File: src/rtl/core/bdac_pkg.sv
// bdac_pkg: shared constants, types and the digit adjust function
// for the binary to decimal ascii unit
// no dependencies
package bdac_pkg;

    // parameter defaults
    localparam int DEF_VALUE_BITS = 32;
    localparam int DEF_MAX_DIGITS = 10;

    // character encoding
    localparam int          CHAR_W      = 6;
    localparam int          DIGIT_W     = 4;
    localparam logic [5:0]  ASCII_ZERO  = 6'd48;
    localparam logic [5:0]  ASCII_MINUS = 6'd45;
    localparam logic [3:0]  DIGIT_NINE  = 4'd9;

    // handoff from converter to character emitter
    typedef struct packed {
        logic valid;
        logic neg;
        logic ovf;
    } t_conv_ctl;

    // add-3 correction of one bcd digit before it is doubled
    function automatic logic [3:0] dabble_adj(input logic [3:0] d);
        logic [3:0] r;
        r = (d >= 4'd5) ? (d + 4'd3) : d;
        return r;
    endfunction

endpackage

File: src/rtl/core/bdac_dabble.sv
// bdac_dabble: bit-serial shift-and-add-3 binary to bcd converter
// takes the sign off in signed mode and holds the bcd result for the emitter
// depends on bdac_pkg
module bdac_dabble #(
    parameter int VALUE_BITS = bdac_pkg::DEF_VALUE_BITS,
    parameter int MAX_DIGITS = bdac_pkg::DEF_MAX_DIGITS
) (
    input  logic                                   i_clk,
    input  logic                                   i_rst_n,
    input  logic                                   i_valid,
    output logic                                   o_ready,
    input  logic [VALUE_BITS-1:0]                  i_value,
    input  logic                                   i_mode,
    output bdac_pkg::t_conv_ctl                    o_ctl,
    input  logic                                   i_ctl_ready,
    output logic [MAX_DIGITS*bdac_pkg::DIGIT_W-1:0] o_bcd
);

    localparam int BCD_W = MAX_DIGITS * bdac_pkg::DIGIT_W;
    localparam int CNT_W = $clog2(VALUE_BITS);

    typedef enum logic [1:0] {
        ST_IDLE,
        ST_RUN,
        ST_HOLD
    } t_state;

    t_state               r_state;
    logic [VALUE_BITS-1:0] r_bin;
    logic [BCD_W-1:0]     r_bcd;
    logic [CNT_W-1:0]     r_bit_cnt;
    logic                 r_neg;
    logic                 r_ovf;

    logic [BCD_W-1:0]      n_adj;
    logic                  n_neg;
    logic [VALUE_BITS-1:0] n_mag;

    // sign detect and magnitude of the incoming beat
    always_comb begin
        n_neg = i_mode & i_value[VALUE_BITS-1];
        n_mag = n_neg ? VALUE_BITS'(~i_value + 1'b1) : i_value;
    end

    // add-3 on every digit, independent of each other
    always_comb begin
        for (int d = 0; d < MAX_DIGITS; d++) begin
            n_adj[d*bdac_pkg::DIGIT_W +: bdac_pkg::DIGIT_W] =
                bdac_pkg::dabble_adj(r_bcd[d*bdac_pkg::DIGIT_W +: bdac_pkg::DIGIT_W]);
        end
    end

    // sequencer, one binary bit shifted in per cycle
    always_ff @(posedge i_clk) begin
        if (!i_rst_n) begin
            r_state   <= ST_IDLE;
            r_bit_cnt <= '0;
            r_neg     <= 1'b0;
            r_ovf     <= 1'b0;
        end else begin
            unique case (r_state)
                ST_IDLE: begin
                    if (i_valid) begin
                        r_bin     <= n_mag;
                        r_bcd     <= '0;
                        r_neg     <= n_neg;
                        r_ovf     <= 1'b0;
                        r_bit_cnt <= CNT_W'(VALUE_BITS - 1);
                        r_state   <= ST_RUN;
                    end
                end
                ST_RUN: begin
                    // a set top bit would leave the digit register: too many digits
                    r_ovf     <= r_ovf | n_adj[BCD_W-1];
                    r_bcd     <= {n_adj[BCD_W-2:0], r_bin[VALUE_BITS-1]};
                    r_bin     <= {r_bin[VALUE_BITS-2:0], 1'b0};
                    r_bit_cnt <= r_bit_cnt - 1'b1;
                    if (r_bit_cnt == '0) begin
                        r_state <= ST_HOLD;
                    end
                end
                ST_HOLD: begin
                    if (i_ctl_ready) begin
                        r_state <= ST_IDLE;
                    end
                end
                default: begin
                    r_state <= ST_IDLE;
                end
            endcase
        end
    end

    assign o_ready     = (r_state == ST_IDLE);
    assign o_ctl.valid = (r_state == ST_HOLD);
    assign o_ctl.neg   = r_neg;
    assign o_ctl.ovf   = r_ovf;
    assign o_bcd       = r_bcd;

endmodule

File: src/rtl/core/bdac_emit.sv
// bdac_emit: walks the bcd digits from the top, drops leading zeros
// and sends '-' and the digit characters one beat at a time
// depends on bdac_pkg
module bdac_emit #(
    parameter int MAX_DIGITS = bdac_pkg::DEF_MAX_DIGITS
) (
    input  logic                                    i_clk,
    input  logic                                    i_rst_n,
    input  bdac_pkg::t_conv_ctl                     i_ctl,
    output logic                                    o_ctl_ready,
    input  logic [MAX_DIGITS*bdac_pkg::DIGIT_W-1:0] i_bcd,
    output logic                                    o_valid,
    input  logic                                    i_ready,
    output logic [bdac_pkg::CHAR_W-1:0]             o_ascii_char,
    output logic                                    o_last
);

    localparam int BCD_W = MAX_DIGITS * bdac_pkg::DIGIT_W;
    localparam int CNT_W = $clog2(MAX_DIGITS + 1);

    typedef enum logic [1:0] {
        ST_IDLE,
        ST_SKIP,
        ST_SIGN,
        ST_EMIT
    } t_state;

    t_state                       r_state;
    logic [BCD_W-1:0]             r_bcd;
    logic [CNT_W-1:0]             r_cnt;
    logic                         r_neg;
    logic                         r_ovf;
    logic                         r_valid;
    logic [bdac_pkg::CHAR_W-1:0]  r_char;
    logic                         r_last;

    logic [bdac_pkg::DIGIT_W-1:0] n_top;
    logic                         n_free;
    logic                         n_load;

    assign n_top  = r_bcd[BCD_W-1 -: bdac_pkg::DIGIT_W];
    assign n_free = !r_valid || i_ready;
    // a character goes into the output register this cycle
    assign n_load = n_free && ((r_state == ST_SIGN) || (r_state == ST_EMIT));

    // state and output register
    always_ff @(posedge i_clk) begin
        if (!i_rst_n) begin
            r_state <= ST_IDLE;
            r_valid <= 1'b0;
            r_cnt   <= '0;
            r_neg   <= 1'b0;
            r_ovf   <= 1'b0;
        end else begin
            // output beat valid: set on a new character, cleared once taken
            if (n_load) begin
                r_valid <= 1'b1;
            end else if (i_ready) begin
                r_valid <= 1'b0;
            end
            unique case (r_state)
                ST_IDLE: begin
                    if (i_ctl.valid) begin
                        r_bcd   <= i_bcd;
                        r_neg   <= i_ctl.neg;
                        r_ovf   <= i_ctl.ovf;
                        r_cnt   <= CNT_W'(MAX_DIGITS);
                        r_state <= ST_SKIP;
                    end
                end
                ST_SKIP: begin
                    // leading zero drop, always keeping the units digit
                    priority if (!r_ovf && (r_cnt > CNT_W'(1)) && (n_top == '0)) begin
                        r_bcd <= {r_bcd[BCD_W-bdac_pkg::DIGIT_W-1:0],
                                  {bdac_pkg::DIGIT_W{1'b0}}};
                        r_cnt <= r_cnt - 1'b1;
                    end else if (r_neg) begin
                        r_state <= ST_SIGN;
                    end else begin
                        r_state <= ST_EMIT;
                    end
                end
                ST_SIGN: begin
                    if (n_free) begin
                        r_char  <= bdac_pkg::ASCII_MINUS;
                        r_last  <= 1'b0;
                        r_state <= ST_EMIT;
                    end
                end
                ST_EMIT: begin
                    if (n_free) begin
                        r_char  <= bdac_pkg::ASCII_ZERO + {2'b00, n_top};
                        r_last  <= (r_cnt == CNT_W'(1));
                        r_bcd   <= {r_bcd[BCD_W-bdac_pkg::DIGIT_W-1:0],
                                    {bdac_pkg::DIGIT_W{1'b0}}};
                        r_cnt   <= r_cnt - 1'b1;
                        if (r_cnt == CNT_W'(1)) begin
                            r_state <= ST_IDLE;
                        end
                    end
                end
                default: begin
                    r_state <= ST_IDLE;
                end
            endcase
        end
    end

    assign o_ctl_ready  = (r_state == ST_IDLE);
    assign o_valid      = r_valid;
    assign o_ascii_char = r_char;
    assign o_last       = r_last;

endmodule

File: src/rtl/core/binary_to_decimal_ascii_unit.sv
// binary_to_decimal_ascii_unit: top level, converter plus character emitter
// usage
//   input channel i_valid/o_ready carries i_value and i_mode (0 unsigned,
//   1 two's complement); output channel o_valid/i_ready carries one ascii
//   character per beat in o_ascii_char, o_last set on the final one
//   text is most significant digit first, no leading zeros, '0' for zero,
//   and '-' ahead of the magnitude for a negative signed value
// timing
//   the converter shifts one value bit per cycle and then holds the result
//   until the emitter takes it; the emitter drops one leading zero per cycle
//   (up to MAX_DIGITS-1) and sends one character per cycle after that while
//   the receiver is ready
//   a new value is converted while the previous one is still being emitted
// reset and stall
//   synchronous active low reset empties both stages and drops o_valid
//   a stalled receiver holds the output register; the emitter and then the
//   converter wait, and o_ready stays low until the converter is free
// depends on bdac_pkg, bdac_dabble, bdac_emit
module binary_to_decimal_ascii_unit #(
    parameter int VALUE_BITS = bdac_pkg::DEF_VALUE_BITS,
    parameter int MAX_DIGITS = bdac_pkg::DEF_MAX_DIGITS
) (
    input  logic                        i_clk,
    input  logic                        i_rst_n,
    input  logic                        i_valid,
    output logic                        o_ready,
    input  logic [VALUE_BITS-1:0]       i_value,
    input  logic                        i_mode,
    output logic                        o_valid,
    input  logic                        i_ready,
    output logic [bdac_pkg::CHAR_W-1:0] o_ascii_char,
    output logic                        o_last
);

    bdac_pkg::t_conv_ctl                     w_ctl;
    logic                                    w_ctl_ready;
    logic [MAX_DIGITS*bdac_pkg::DIGIT_W-1:0] w_bcd;

    // bit-serial conversion to bcd
    bdac_dabble #(
        .VALUE_BITS (VALUE_BITS),
        .MAX_DIGITS (MAX_DIGITS)
    ) u_dabble (
        .i_clk       (i_clk),
        .i_rst_n     (i_rst_n),
        .i_valid     (i_valid),
        .o_ready     (o_ready),
        .i_value     (i_value),
        .i_mode      (i_mode),
        .o_ctl       (w_ctl),
        .i_ctl_ready (w_ctl_ready),
        .o_bcd       (w_bcd)
    );

    // digit-serial character output
    bdac_emit #(
        .MAX_DIGITS (MAX_DIGITS)
    ) u_emit (
        .i_clk        (i_clk),
        .i_rst_n      (i_rst_n),
        .i_ctl        (w_ctl),
        .o_ctl_ready  (w_ctl_ready),
        .i_bcd        (w_bcd),
        .o_valid      (o_valid),
        .i_ready      (i_ready),
        .o_ascii_char (o_ascii_char),
        .o_last       (o_last)
    );

    // characters are only '-' or a decimal digit
    a_char_legal: assert property (@(posedge i_clk) disable iff (!i_rst_n)
        o_valid |-> (o_ascii_char == bdac_pkg::ASCII_MINUS) ||
                    ((o_ascii_char >= bdac_pkg::ASCII_ZERO) &&
                     (o_ascii_char <= bdac_pkg::ASCII_ZERO + {2'b00, bdac_pkg::DIGIT_NINE})))
        else $error("illegal character on output");

    // the sign never ends a number
    a_minus_not_last: assert property (@(posedge i_clk) disable iff (!i_rst_n)
        (o_valid && (o_ascii_char == bdac_pkg::ASCII_MINUS)) |-> !o_last)
        else $error("minus flagged as last character");

    // a converted value waits until the emitter takes it
    a_handoff_held: assert property (@(posedge i_clk) disable iff (!i_rst_n)
        (w_ctl.valid && !w_ctl_ready) |=> w_ctl.valid)
        else $error("converter dropped a result before handoff");

    // the converter is busy right after taking a beat
    a_busy_after_accept: assert property (@(posedge i_clk) disable iff (!i_rst_n)
        (i_valid && o_ready) |=> !o_ready)
        else $error("input accepted twice in a row");

endmodule
File: config.mk
export PLATFORM = sky130hd
export DESIGN_NAME = binary_to_decimal_ascii_unit
export DESIGN_NICKNAME = d
export VERILOG_FILES = /design/src/rtl/core/bdac_pkg.sv /design/src/rtl/core/bdac_dabble.sv /design/src/rtl/core/bdac_emit.sv /design/src/rtl/core/binary_to_decimal_ascii_unit.sv
export SDC_FILE = /design/constraint.sdc
export NUM_CORES = 1
export LEC_CHECK = 0
export BUFFER_PORTS_ARGS = -buffer_cell sky130_fd_sc_hd__buf_2
export CAP_MARGIN = 30
export CORE_ASPECT_RATIO = 1.5
export CORE_MARGIN = 2
export CORE_UTILIZATION = 65
export DETAILED_ROUTE_END_ITERATION = 7
export GPL_TIMING_DRIVEN = 0
export PLACE_DENSITY = 0.85
export SLEW_MARGIN = 5
export SYNTH_ARGS = -nofsm -noshare
export SYNTH_HDL_FRONTEND = slang
export SYNTH_SLANG_ARGS = --single-unit
File: constraint.sdc
create_clock -name i_clk -period 5.8 [get_ports i_clk]
set_input_delay 1.16 -clock i_clk [delete_from_list [all_inputs] [get_ports i_clk]]
set_output_delay 1.16 -clock i_clk [all_outputs]
set_load 0.02 [all_outputs]
==> impl_results.html <==
<table>
<tr><th>Metric</th><th>Value</th></tr>
<tr><th colspan="2">Critical path</th></tr>
<tr><td>Crit start category</td><td>input pin</td></tr>
<tr><td>Worst setup path start</td><td>i_value[0]</td></tr>
<tr><td>Depth of the most critical reg-to-reg path</td><td>6</td></tr>
<tr><td>Crit path arrival time</td><td>~3.2 ns</td></tr>
<tr><td>Type of element capturing the critical path</td><td>flop</td></tr>
<tr><td>Category of the most critical setup path</td><td>input pin to flop</td></tr>
<tr><td>Setup slack of the worst register-to-register path</td><td>between 2 and 3 ns</td></tr>
<tr><td>Peak fanout along the critical path</td><td>7</td></tr>
<tr><td>Reg-to-Reg Start</td><td>u_emit.r_cnt[0]</td></tr>
<tr><td>Timing endpoint of the critical path</td><td>u_dabble.r_bin[20]</td></tr>
<tr><td>Endpoint of the most critical register-to-register path</td><td>u_emit.r_bcd[14]</td></tr>
<tr><td>Endpoint required time on the critical path</td><td>~5.9 ns</td></tr>
<tr><th colspan="2">Power</th></tr>
<tr><td>Worst-case vdd ir drop</td><td>approximately 270 uV</td></tr>
<tr><td>Power density over the cells</td><td>~380 nW/um^2</td></tr>
<tr><td>Leak</td><td>about 3.0 nW</td></tr>
<tr><td>PnR Total Power</td><td>slightly above 3 mW</td></tr>
<tr><th colspan="2">STA</th></tr>
<tr><td>Max-slew headroom at the worst pin</td><td>just under 40%</td></tr>
<tr><td>Number of hold-slack violations in the final timing report</td><td>0</td></tr>
<tr><td>Worst-case clock skew</td><td>around 0.0068 ns</td></tr>
<tr><td>Slew at the pin closest to its max-slew limit</td><td>roughly 0.9 ns</td></tr>
<tr><td>Count of final setup violators</td><td>0</td></tr>
<tr><td>Final count of pins violating max slew</td><td>0</td></tr>
<tr><td>Post-layout min period</td><td>approximately 3 ns</td></tr>
<tr><td>Maximum clock rate</td><td>approximately 0.33 GHz</td></tr>
<tr><td>Final setup margin</td><td>approximately 2.8 ns</td></tr>
<tr><td>Accumulated negative setup slack</td><td>0 ns</td></tr>
<tr><td>Share of the clock period used by the worst path after layout</td><td>52.0%</td></tr>
<tr><td>RSZ-0062 raised after global routing</td><td>no</td></tr>
<tr><th colspan="2">Placement</th></tr>
<tr><td>Estimated wirelength of the detail-placed design</td><td>about 11,000 um</td></tr>
<tr><td>Final GP Congestion</td><td>0.848</td></tr>
<tr><td>PortBufs</td><td>42</td></tr>
<tr><td>Setup slack after placement</td><td>approximately 2.4 ns</td></tr>
<tr><th colspan="2">Die</th></tr>
<tr><td>Number of top-level pins</td><td>between 40 and 50</td></tr>
<tr><td>Core Box Area</td><td>10,600 um^2</td></tr>
<tr><td>Vert. Die Dim</td><td>approximately 130 um</td></tr>
<tr><td>Placement row count</td><td>between 40 and 50</td></tr>
<tr><td>Width of the die</td><td>between 80 and 90 um</td></tr>
<tr><td>Initial standard-cell utilization of the core</td><td>66.9%</td></tr>
<tr><td>Die Outline Area</td><td>between 10,000 and 15,000 um^2</td></tr>
<tr><th colspan="2">Synthesis</th></tr>
<tr><td>Dominant cells by area after synthesis</td><td>sky130_fd_sc_hd__edfxtp_1, sky130_fd_sc_hd__ha_1, sky130_fd_sc_hd__dfxtp_1</td></tr>
<tr><td>Number of nets produced by synthesis</td><td>740</td></tr>
<tr><td>Number of flops mapped to enable cells by yosys</td><td>around 120</td></tr>
<tr><td>Post-synthesis async set-or-reset flop share</td><td>0%</td></tr>
<tr><td>Area share of the largest cell type after synthesis</td><td>about half</td></tr>
<tr><td>Count of cell types in the netlist</td><td>a little over 50</td></tr>
<tr><td>Post-Synthesis Cells</td><td>about 670</td></tr>
<tr><td>Cell taking the most area after synthesis</td><td>sky130_fd_sc_hd__edfxtp_1</td></tr>
<tr><td>Sequential cell area fraction in the yosys report</td><td>a little under three fifths</td></tr>
<tr><td>Post-Synthesis Cell Area</td><td>~7000 um^2</td></tr>
<tr><td>Most common flop cell mapped by yosys</td><td>sky130_fd_sc_hd__edfxtp_1</td></tr>
<tr><td>Synth warn</td><td>0</td></tr>
<tr><td>Number of register bits inferred by synthesis</td><td>around 140</td></tr>
<tr><td>Synth Area per Inst</td><td>10.5 um^2</td></tr>
<tr><th colspan="2">Clock tree</th></tr>
<tr><td>Gates resized, CTS repair</td><td>0</td></tr>
<tr><td>Total CTS buffers</td><td>17</td></tr>
<tr><td>Buffers inserted during post-CTS setup optimization</td><td>0</td></tr>
<tr><td>Hold bufs inserted after CTS</td><td>0</td></tr>
<tr><td>Later-pin clock latency in the skew report</td><td>about 0.42 ns</td></tr>
<tr><td>Clock tree from TritonCTS</td><td>yes</td></tr>
<tr><td>Deepest clock path buffer count</td><td>2</td></tr>
<tr><td>CTS H-Tree Depth</td><td>4</td></tr>
<tr><td>Clock root cell</td><td>sky130_fd_sc_hd__clkbuf_16</td></tr>
<tr><td>Count of clock tree sinks</td><td>~140</td></tr>
<tr><td>Clock slew at the register clock pins of the worst setup and hold paths</td><td>~0.060 ns</td></tr>
<tr><th colspan="2">Drt</th></tr>
<tr><td>First DRT Iteration DRCs</td><td>slightly below 400</td></tr>
<tr><td>DRT Pass-1 Iters</td><td>6</td></tr>
<tr><td>Number of vias per cell</td><td>between 5 and 6</td></tr>
<tr><td>Total number of vias</td><td>between 5,000 and 6,000</td></tr>
<tr><td>Wire length per cell after detailed routing</td><td>between 15 and 20 um</td></tr>
<tr><td>Total wire length</td><td>between 15,000 and 20,000 um</td></tr>
<tr><td>Number of nets with antenna violations after routing</td><td>0</td></tr>
<tr><td>DRC violations left</td><td>0</td></tr>
<tr><th colspan="2">Global route</th></tr>
<tr><td>Total routing resource utilization after global routing</td><td>27.6%</td></tr>
<tr><td>Antenna violations before repair</td><td>0</td></tr>
<tr><td>Vias in the first global route</td><td>~5,400</td></tr>
<tr><td>GRT Residual Overflow</td><td>0</td></tr>
<tr><td>Largest net degree at the start of global routing</td><td>just over 60</td></tr>
<tr><td>First-pass GRT wire length</td><td>approximately 25,000 um</td></tr>
<tr><th colspan="2">Run status</th></tr>
<tr><td>Result of the run</td><td>completed</td></tr>
<tr><th colspan="2">Cells and area</th></tr>
<tr><td>Syn-to-layout area delta</td><td>13.9%</td></tr>
<tr><td>Net count, final</td><td>between 800 and 900</td></tr>
<tr><td>Layout filler cell count</td><td>between 600 and 700</td></tr>
<tr><td>Fraction of layout cells with a size suffix above 1</td><td>between 10 and 15%</td></tr>
<tr><td>Diode insertion count for antenna repair</td><td>0</td></tr>
<tr><th colspan="2">Worst hold path</th></tr>
<tr><td>Worst hold path class</td><td>flop to flop</td></tr>
<tr><th colspan="2">Job</th></tr>
<tr><td>Max-cap violation count</td><td>0</td></tr>
</table>
-- Yosys cell counts, drive strengths merged (2+ instances only) --
library cell,n
o211a,2
nand4,3
clkbuf,24
buf,5
edfxtp,118
xor2,17
dfxtp,18
mux2,19
a21oi,54
mux2i,3
and2,9
a21boi,2
nand3,3
nor3,20
o31ai,2
o211ai,2
nor2b,7
nand2b,16
or2,2
nor2,82
a31oi,13
or4,7
nand3b,2
ha,29
xnor2,34
nand2,70
o21ai,53
nor4,6
inv,34
o21a,3
-- kinds of logic (layout without fill, tap and decap cells) --
family,count (synthesis),in the layout,share of synthesized area [%]
simple gates,230,230,15.2
other cells,1,1,0.0529
mux,22,22,3.44
compound gates,142,142,11.3
buf+inv,63,138,3.49
fa+ha+maj,29,29,5.12
flops,136,136,55.1
xor+xnor,51,51,6.30
-- layout make-up --
cell class,instances,area (um^2),area share [%]
Tap cell,144,180,2.23
Multi-Input combinational cell,475,2940,36.4
Clock buffer,17,425,5.27
Buffer,29,120,1.49
Timing Repair Buffer,43,238,2.94
Inverter,34,128,1.58
Sequential cell,136,3900,48.4
Clock inverter,15,136,1.69
-- layout by cell type, fill, tap and decap left out, types with 4 or more instances in the layout --
cell / Yosys / final
sky130_fd_sc_hd__nor4_1: 4 / 4
sky130_fd_sc_hd__clkinv_2: 0 / 5
sky130_fd_sc_hd__nor2_1: 82 / 82
sky130_fd_sc_hd__edfxtp_1: 118 / 118
sky130_fd_sc_hd__mux2_2: 19 / 19
sky130_fd_sc_hd__and2_1: 8 / 6
sky130_fd_sc_hd__clkbuf_16: 0 / 17
sky130_fd_sc_hd__a21oi_1: 54 / 54
sky130_fd_sc_hd__nor2b_1: 7 / 7
sky130_fd_sc_hd__dfxtp_1: 18 / 18
sky130_fd_sc_hd__nand2b_1: 16 / 16
sky130_fd_sc_hd__xor2_1: 17 / 17
sky130_fd_sc_hd__nand2_1: 70 / 70
sky130_fd_sc_hd__clkbuf_1: 24 / 24
sky130_fd_sc_hd__nor3_1: 20 / 20
sky130_fd_sc_hd__inv_1: 34 / 34
sky130_fd_sc_hd__o21ai_0: 52 / 52
sky130_fd_sc_hd__ha_1: 29 / 29
sky130_fd_sc_hd__or4_1: 5 / 5
sky130_fd_sc_hd__xnor2_1: 34 / 34
sky130_fd_sc_hd__a31oi_1: 13 / 13
sky130_fd_sc_hd__buf_2: 0 / 42
-- flip-flops by register name (all words and copies together), names as in the netlist --
name,flops
u_dabble.r_ovf,1
u_dabble.r_state,2
u_dabble.r_neg,1
u_emit.r_ovf,1
u_dabble.r_bit_cnt,5
u_emit.o_last,1
u_emit.r_neg,1
u_emit.r_cnt,4
u_emit.r_bcd,40
u_emit.o_ascii_char,5
u_dabble.r_bin,32
u_emit.o_valid,1
u_emit.r_state,2
u_dabble.o_bcd,40
-- worst min path at each step --
stage,startpoint,end,slack [ns],cells after the start
floorplan,u_dabble.r_neg,u_dabble.r_neg,0.44,2
finish,u_dabble.r_neg,u_dabble.r_neg,0.47,2
global placement,u_dabble.r_neg,u_dabble.r_neg,0.46,2
CTS,u_dabble.r_neg,u_dabble.r_neg,0.47,2
global route,u_dabble.r_neg,u_dabble.r_neg,0.50,2
detailed placement,u_dabble.r_neg,u_dabble.r_neg,0.47,2
-- power breakdown --
group | switching, mW | total [mW] | internal, mW | leakage, nW
sequential | 0.0690 | 1.33 | 1.26 | 1.26
clock | 0.406 | 1.03 | 0.624 | 0.271
combinational | 0.420 | 0.675 | 0.255 | 1.42
-- worst max-delay path: stages --
cell and delay, ns:
sky130_fd_sc_hd__buf_2 0.11, sky130_fd_sc_hd__inv_1 0.07, sky130_fd_sc_hd__ha_1 0.16, sky130_fd_sc_hd__nor3b_1 0.65
sky130_fd_sc_hd__and2_0 0.21, sky130_fd_sc_hd__clkbuf_1 0.30, sky130_fd_sc_hd__a41o_1 0.23, sky130_fd_sc_hd__xor2_1 0.16
sky130_fd_sc_hd__o21ai_0 0.10
-- through the flow --
step | cells | hold WS, ns | area, um^2 | utilization [%]
floorplan | 674 | 0.443 | 7090 | -
CTS | 893 | 0.475 | 8070 | 76.2
global route | 893 | 0.495 | 8070 | 76.2
detailed placement | 861 | 0.467 | 7510 | 70.9
global placement | 860 | 0.457 | 7480 | 70.6
finish | 893 | 0.473 | 8070 | 76.2
-- layer usage --
layer	vias up	wire length, um	GRT usage [%]
met3	59	762	6.32
met5	-	0	0
li1	2508	-	-
met4	0	546	14.5
met2	214	8290	48.3
met1	2575	5550	30.0
(Power assumes the default switching activity.)
